==> src/sv/phpa_pkg.sv <==
package phpa_pkg;

    // Request codes
    localparam logic CMD_ALLOC   = 1'b0;
    localparam logic CMD_RELEASE = 1'b1;

    // Protocol codes; the last one has no pool
    localparam logic [1:0] PROTO_TCP  = 2'd0;
    localparam logic [1:0] PROTO_UDP  = 2'd1;
    localparam logic [1:0] PROTO_ICMP = 2'd2;
    localparam logic [1:0] PROTO_BAD  = 2'd3;

    // Result status codes
    localparam logic [1:0] ST_OK     = 2'd0;
    localparam logic [1:0] ST_FAIL   = 2'd1;
    localparam logic [1:0] ST_REJECT = 2'd2;

    // In-use flags are kept in rows of 32 bits
    localparam int FLAG_ROW_W  = 32;
    localparam int FLAG_ROW_AW = 5;

    // Controller to datapath
    typedef struct packed {
        logic load;
        logic clr_step;
        logic scan_start;
        logic scan_step;
        logic new_slot;
        logic pool_rd;
        logic ring_rd;
        logic flag_rd;
        logic alloc_wr;
        logic rel_wr;
        logic set_early;
        logic set_fail;
        logic set_ok_alloc;
        logic set_ok_rel;
        logic out_load;
    } phpa_cmd_t;

    // Datapath to controller
    typedef struct packed {
        logic clr_last;
        logic early;
        logic is_release;
        logic hit;
        logic miss;
        logic table_full;
        logic pool_empty;
        logic flag_set;
        logic out_free;
    } phpa_sts_t;

endpackage

==> src/sv/phpa_ctrl.sv <==
module phpa_ctrl
    import phpa_pkg::*;
(
    input  logic      clk,
    input  logic      rst_n,
    input  logic      in_valid,
    output logic      in_ready,
    input  phpa_sts_t sts,
    output phpa_cmd_t cmd
);

    localparam logic [3:0] S_CLEAR   = 4'd0;
    localparam logic [3:0] S_IDLE    = 4'd1;
    localparam logic [3:0] S_CHECK   = 4'd2;
    localparam logic [3:0] S_SCAN    = 4'd3;
    localparam logic [3:0] S_NEWSLOT = 4'd4;
    localparam logic [3:0] S_POOL    = 4'd5;
    localparam logic [3:0] S_ARING   = 4'd6;
    localparam logic [3:0] S_AFLAG   = 4'd7;
    localparam logic [3:0] S_AWR     = 4'd8;
    localparam logic [3:0] S_RCHK    = 4'd9;
    localparam logic [3:0] S_DONE    = 4'd10;

    logic [3:0] state_reg;
    logic [3:0] state_next;

    always_ff @(posedge clk or negedge rst_n)
    begin
        if (!rst_n)
        begin
            state_reg <= S_CLEAR;
        end
        else
        begin
            state_reg <= state_next;
        end
    end

    always_comb
    begin
        cmd        = '0;
        in_ready   = 1'b0;
        state_next = state_reg;
        case (state_reg)
            S_CLEAR:
            begin
                cmd.clr_step = 1'b1;
                if (sts.clr_last)
                begin
                    state_next = S_IDLE;
                end
            end
            S_IDLE:
            begin
                in_ready = 1'b1;
                if (in_valid)
                begin
                    cmd.load   = 1'b1;
                    state_next = S_CHECK;
                end
            end
            S_CHECK:
            begin
                if (sts.early)
                begin
                    cmd.set_early = 1'b1;
                    state_next    = S_DONE;
                end
                else
                begin
                    cmd.scan_start = 1'b1;
                    state_next     = S_SCAN;
                end
            end
            S_SCAN:
            begin
                cmd.scan_step = 1'b1;
                if (sts.hit)
                begin
                    state_next = S_POOL;
                end
                else if (sts.miss)
                begin
                    if (sts.is_release || sts.table_full)
                    begin
                        cmd.set_fail = 1'b1;
                        state_next   = S_DONE;
                    end
                    else
                    begin
                        state_next = S_NEWSLOT;
                    end
                end
            end
            S_NEWSLOT:
            begin
                cmd.new_slot = 1'b1;
                state_next   = S_POOL;
            end
            S_POOL:
            begin
                cmd.pool_rd = 1'b1;
                state_next  = sts.is_release ? S_RCHK : S_ARING;
            end
            S_ARING:
            begin
                if (sts.pool_empty)
                begin
                    cmd.set_fail = 1'b1;
                    state_next   = S_DONE;
                end
                else
                begin
                    cmd.ring_rd = 1'b1;
                    state_next  = S_AFLAG;
                end
            end
            S_AFLAG:
            begin
                cmd.flag_rd = 1'b1;
                state_next  = S_AWR;
            end
            S_AWR:
            begin
                cmd.alloc_wr     = 1'b1;
                cmd.set_ok_alloc = 1'b1;
                state_next       = S_DONE;
            end
            S_RCHK:
            begin
                if (sts.flag_set)
                begin
                    cmd.rel_wr     = 1'b1;
                    cmd.set_ok_rel = 1'b1;
                end
                else
                begin
                    cmd.set_fail = 1'b1;
                end
                state_next = S_DONE;
            end
            S_DONE:
            begin
                if (sts.out_free)
                begin
                    cmd.out_load = 1'b1;
                    state_next   = S_IDLE;
                end
            end
            default:
            begin
                state_next = S_CLEAR;
            end
        endcase
    end

endmodule

==> config.mk <==
export PLATFORM = sky130hd
export DESIGN_NAME = phpa_ctrl
export DESIGN_NICKNAME = d
export VERILOG_FILES = /design/src/sv/phpa_pkg.sv /design/src/sv/phpa_ctrl.sv
export SDC_FILE = /design/constraint.sdc
export NUM_CORES = 1
export LEC_CHECK = 0
export ABC_AREA = 1
export BUFFER_PORTS_ARGS = -buffer_cell sky130_fd_sc_hd__buf_4
export CELL_PAD_IN_SITES_DETAIL_PLACEMENT = 1
export CELL_PAD_IN_SITES_GLOBAL_PLACEMENT = 1
export CORE_MARGIN = 2
export CORE_UTILIZATION = 28
export DETAILED_ROUTE_END_ITERATION = 7
export PLACE_DENSITY_LB_ADDON = 0.1
export SLEW_MARGIN = 20
export SYNTH_ARGS = -nofsm -noshare
export SYNTH_HDL_FRONTEND = slang
export SYNTH_SLANG_ARGS = --single-unit
==> constraint.sdc <==
create_clock -name clk -period 2.2 [get_ports clk]
set_input_delay 0.11 -clock clk [delete_from_list [all_inputs] [get_ports clk]]
set_output_delay 0.11 -clock clk [all_outputs]
set_load 0.005 [all_outputs]
==> impl_metrics.toml, run 1 <==
[sta]
setup_violations = 0
fin_worst_skew_ns = 0.001078
finalSetupTns_ns = 0
rsz0062_at_grt = "false"
worstMarginPinSlew_ns = 0.3820
slew_viol_final = 0
fin_crit_sh_pct = 73.36
finalCriticalPeriod_ns = 1.614
fmax_mhz = 619.6
max-slew-margin-rel_pct = 74.44
hold_viol = 0

[clocking]
cts_tree = "yes"
clk_latency_ns = 0.23
clk_pin_slew_ns = 0.03
cts_sinks = 4
cts-htree-levels = 1
cts_buffers = 3
post_cts_buffers = 0
clk_path_buf_depth = 2
cts_root_buf = "clkbuf_4"

[grt]
track_usage_pct = 16.22
grt_pass1_wl_um = 2601
grt_pass1_vias = 630
antenna_found_initial = 0
grt_overflow_total = 0
grt_max_degree = 8

[detailed_routing]
drt_iter0_drc = 4
vias = 647
wire_per_inst_um = 10.42
drc = 0
wirelength_um = 1573
detail-route-antenna-nets = 0
vias_per_cell = 4.285
drt_pre_antenna_iters = 4

[pwr]
leakagePower_nw = 0.4905
p_per_area_mw_per_mm2 = 1122
vdd_drop_max_mv = 0.5590
finalPower_w = 0.0008618

[layout]
diodes = 0
layout.nets = 140
area_delta_synth_final_pct = 48.67
drive_above_1_share_pct = 33.33
fillers = 252
largest_register_ffs = 4

[critical_path]
cp.arrival_ns = 1.50
cp_num_buf_inv = 3
worstSetupPathType = "flip-flop to output port"
crit_start = "state_reg[3]"
critPathCapture = "cmd[3]"
crit_fanout = 4
start_kind = "flip-flop"
cp-end-kind = "output port"
slowest_stage = "dfrtp_1"
cp_num_cells = 8
rr_endpoint = "state_reg[3]"
reg2reg_slack_ns = 0.86
worstPathCellList = "inv_1 > nand2_1 > nor2_2 > nand2_2 > inv_1 > nand2_1 > o211ai_1 > buf_4"
critPathTopFamily = "simple AND/OR/NAND/NOR gates"
reg2reg_depth = 6
r2r_start = "state_reg[3]"
critPathRequiredTime_ns = 2.09
slowest_delay_ns = 0.40

[synthesis]
synth-edff-count = 0
syn_area_um2 = 516.7
synth_warnings = 0
synth_area_per_cell_um2 = 5.327
synth_top_cell_by_area = "dfrtp_1"
ys_top_cells_by_area = "dfrtp_1, nand2_1, inv_1"
synth_nets = 109
synthFlopType = "dfrtp_1"
synth_top_area_share_pct = 19.37
synth-seq-area-share_pct = 19.37
synthTopCellsByCount = "nand2_1, inv_1, nor2_1"
ys_seq_elements = 4
netlist_instances = 97
yosysMostFrequentCell = "nand2_1"
async_flop_share_pct = 100.0
yosysUniqueCellTypes = 14

[floorplan]
core_area_mm2 = 0.001727
rows = 15
die_area_mm2 = 0.002205
io_pins = 28
die_width_um = 46.96
die_y_um = 46.96
initial_core_util_pct = 29.93

[outcome]
status = "finished clean"

[job]
drv_cap = 0

[placed_design]
port_buffers = 27
gp_congestion = 0.7632
post-dp-hpwl_um = 1361

[worst_hold_path]
hold_class = "input pin to flip-flop"
## per-layer routing
metal / vias to the layer above / wire [um] / GRT usage (%)
met5: - / 0 / 0
met2: 15 / 781 / 30.14
met3: 0 / 59 / 0
li1: 344 / - / -
met4: 0 / 0 / 3.333
met1: 288 / 732 / 21.11
## where the power goes
group	total, W	internal, W	leakage, nW	switching [W]
clock network	0.0000869	0.0000608	0.0138	0.0000262
logic	0.000616	0.000241	0.426	0.000375
registers	0.000159	0.000111	0.0511	0.0000483
## metrics by stage
stage               setup WS, ns  util [%]  instances  hold slack (ns)  cell area (um2)
finish                    0.5860     44.49        151           0.1993            768.2
detailed placement        0.7989     42.61        147         -0.09362            735.7
global route              0.3959     44.49        151           0.2076            768.2
CTS                       0.5534     44.49        151           0.2018            768.2
global placement          0.8302     42.61        147         -0.09305            735.7
floorplan                  1.018         -         97          -0.1856            516.7
## layout by cell type (no fill, tap or decap), drive strengths merged
master	count
nor2	28
buf	27
nand2	26
inv	23
nand3	8
dfrtp	4
clkbuf	3
o211ai	2
o21ai	2
nand3b	1
nor3	1
dlygate4sd3	1
## area by class of cell
type	count	area, um2	area share [%]
Clock buffer	3	22.52	2.932
Inverter	23	86.33	11.24
Multi-Input combinational cell	68	315.3	41.04
Sequential cell	4	100.1	13.03
Tap cell	25	31.28	4.072
Timing Repair Buffer	28	212.7	27.69
## logic make-up (layout without fill, tap and decap cells)
group | after synthesis | in the layout | share of synthesized area, %
and+or+nand+nor | 64 | 64 | 56.17
buffers and inverters | 25 | 54 | 19.61
AOI/OAI and AO/OA | 4 | 4 | 4.842
DFF | 4 | 4 | 19.37
## how the worst min path moves through the flow
stage | cells after the start | from | slack, ns | end
after floorplan | 0 | rst_n | -0.19 | state_reg[0]
after CTS | 4 | sts[0] | 0.20 | state_reg[3]
after detailed placement | 1 | rst_n | -0.09 | state_reg[3]
after global placement | 1 | rst_n | -0.09 | state_reg[3]
after global routing | 4 | sts[0] | 0.21 | state_reg[3]
final | 4 | sts[0] | 0.20 | state_reg[3]
## worst reg2reg max path: stages (launching register included)
cell	delay, ns
dfrtp_1	0.40
nor2_1	0.32
nand3_1	0.13
nand2_1	0.13
nor2_2	0.07
o21ai_0	0.09
nand2_1	0.07
## timing repair
action	CTS	global route
setup endpoints to repair	0	0
endpoints found under the hold margin	4	0
resized for setup	0	0
hold buffers	1	0
Note: power is estimated with default switching activity, not from simulation.
==> run 2, diff against run 1 <==
--- a/config.mk
+++ b/config.mk
@@ -5,12 +5,12 @@
 export SDC_FILE = /design/constraint.sdc
 export NUM_CORES = 1
 export LEC_CHECK = 0
-export ABC_AREA = 1
+export ABC_AREA = 0
 export BUFFER_PORTS_ARGS = -buffer_cell sky130_fd_sc_hd__buf_4
 export CELL_PAD_IN_SITES_DETAIL_PLACEMENT = 1
 export CELL_PAD_IN_SITES_GLOBAL_PLACEMENT = 1
 export CORE_MARGIN = 2
-export CORE_UTILIZATION = 28
+export CORE_UTILIZATION = 30
 export DETAILED_ROUTE_END_ITERATION = 7
 export PLACE_DENSITY_LB_ADDON = 0.1
 export SLEW_MARGIN = 20
==> constraint.sdc (replaced) <==
create_clock -name clk -period 1.6 [get_ports clk]
set_input_delay 0.08 -clock clk [delete_from_list [all_inputs] [get_ports clk]]
set_output_delay 0.08 -clock clk [all_outputs]
set_load 0.005 [all_outputs]
==> run 2 against run 1 <==
- clock power up 45%
- highest routed layer is now met4
- power up 88%
- via count up 14%
- first-iteration DRC count rose to 4.0 times the previous value
- die area up 5.5%
- worst hold slack worse by 0.12 ns
- final cell count down 9.9%
- largest cell class unchanged
- count of clock-buffer cells in the layout unchanged
- sequential share of layout area down 1.6 points
- core utilization up 6.3 points
==> impl_metrics.toml, run 2 <==
[layout]
drive_above_1_share_pct = 48.65
layout.nets = 125
fillers = 231
diodes = 0
largest_register_ffs = 4
final_cell_mix = "buf_4, nor2_1, nand2_1, inv_1"
area_delta_synth_final_pct = 54.37
final_common_cell = "buf_4"

[pwr]
p_clk_share_pct = 7.8
p_seq_share_pct = 17.5
sw_frac_of_total_pct = 46.20
power.internal_w = 0.0008716
p_per_area_mw_per_mm2 = 1788
switching_power_w = 0.0007483
finalPower_w = 0.001620
comb_power_share_pct = 74.7
leakagePower_nw = 0.4148
vdd_drop_max_mv = 0.8190

[synthesis]
ys_top_cells_by_area = "dfrtp_1, buf_6, nor4bb_4"
synth-edff-count = 0
synth_top_area_share_pct = 17.06
yosysMostFrequentCell = "nor2_1"
syn_area_um2 = 586.8
synthTopCellsByCount = "nor2_1, dfrtp_1, inv_1, nand2_1, nor3_1"
netlist_instances = 77
synth-seq-area-share_pct = 17.06
synth_area_per_cell_um2 = 7.621
synth_top_cell_by_area = "dfrtp_1"
yosysUniqueCellTypes = 38
async_flop_share_pct = 100.0
synth_nets = 89
ys_seq_elements = 4
synthFlopType = "dfrtp_1"
synth_warnings = 0

[sta]
max-slew-margin-rel_pct = 75.10
hold_viol = 0
worstMarginPinSlew_ns = 0.3729
fmax_mhz = 630.3
slew_viol_final = 0
finalCriticalPeriod_ns = 1.587
holdWs_ns = 0.08018
finalSetupTns_ns = 0
setup_ws_ns = 0.01342
fin_worst_skew_ns = 0.003951
setup_violations = 0
fin_crit_sh_pct = 99.16

[floorplan]
initial_core_util_pct = 32.91
rows = 15
die_width_um = 48.23
die_area_mm2 = 0.002326
io_pins = 28
die_y_um = 48.23
core_area_mm2 = 0.001783

[detailed_routing]
detail-route-antenna-nets = 0
wire_per_inst_um = 16.05
vias_per_cell = 5.434
drt_pre_antenna_iters = 4
wirelength_um = 2183
drc = 0
vias = 739
drt_iter0_drc = 16

[grt]
grt_pass1_vias = 654
grt_pass1_wl_um = 3160
antenna_found_initial = 0
grt_overflow_total = 0
grt_max_degree = 18
track_usage_pct = 19.74

[clocking]
cts_sinks = 4
clk_pin_slew_ns = 0.04
cts_tree = "yes"
clk_latency_ns = 0.24
clk_path_buf_depth = 2
cts_buffers = 3
cts_root_buf = "clkbuf_4"
cts-htree-levels = 1

[worst_hold_path]
hold_class = "input pin to flip-flop"

[placed_design]
port_buffers = 27
post-dp-hpwl_um = 1509
pre_cts_ws_ns = 0.07284
gp_congestion = 0.8306

[critical_path]
crit_fanout = 17
start_kind = "flip-flop"
cp-end-kind = "flip-flop"
cp.arrival_ns = 1.76
critPathRequiredTime_ns = 1.78
worstSetupPathType = "flip-flop to flip-flop"

[outcome]
status = "finished clean"

[job]
drv_cap = 0
## run 2: critical path, stage by stage (launching register included)
cell	delay (ns)
dfrtp_1	0.46
buf_12	0.19
and2_1	0.19
o21ai_1	0.23
o311ai_2	0.20
o21ba_1	0.25
## run 2: path summary, 6_finish.rpt
check	startpoint	end	slack, ns	cells after the start
setup / recovery	state_reg[0]	state_reg[2]	0.01	5
min in group asynchronous	rst_n	state_reg[0]	0.21	2
hold / removal	sts[0]	state_reg[3]	0.08	2
max in group asynchronous	rst_n	state_reg[3]	1.27	2
setup reg to reg	state_reg[0]	state_reg[2]	0.01	5
hold reg to reg	state_reg[1]	state_reg[1]	0.64	1
## run 2: through the flow
stage | area, um2 | cells | util [%]
global placement | 815.8 | 127 | 45.75
finish | 905.9 | 136 | 50.81
floorplan | 586.8 | 77 | -
CTS | 858.3 | 131 | 48.14
detailed placement | 815.8 | 127 | 45.75
global route | 905.9 | 136 | 50.81
## run 2: layout make-up
class | instances | area, um2 | share of cell area [%]
Sequential cell | 4 | 103.9 | 11.46
Tap cell | 25 | 31.28 | 3.453
Multi-Input combinational cell | 59 | 414.1 | 45.72
Timing Repair Buffer | 40 | 315.3 | 34.81
Clock buffer | 3 | 22.52 | 2.486
Inverter | 5 | 18.77 | 2.072
## run 2: per-layer routing
metal	track usage [%]	share of wire [%]	vias to the layer above
met2	30.26	49	29
met4	6.486	0.87	0
met1	27.07	44	352
met3	4.815	6.7	2
li1	-	-	356
met5	0	0	-
## run 2: power groups by stage
stage / Clock (W) / Combinational (W) / Sequential, W
after floorplan: 0 / 0.000803 / 0.000191
after global placement: 0 / 0.00106 / 0.000282
after detailed placement: 0 / 0.00106 / 0.000285
after CTS: 0.000132 / 0.00108 / 0.000287
after global routing: 0.000144 / 0.00133 / 0.000298
final: 0.000126 / 0.00121 / 0.000284
## run 2: cells by family after synthesis
family,share of synthesized area (%)
buf+inv,15.14
simple gates,36.67
mux,1.919
compound gates,29.21
flops,17.06
## run 2: repair_timing
| action | in CTS | in global routing |
|---|---|---|
| setup endpoints to repair | 8 | 10 |
| hold buffers | 1 | 0 |
| resized for setup | 4 | 3 |
| buffers inserted | 0 | 5 |
| endpoints found under the hold margin | 4 | 0 |
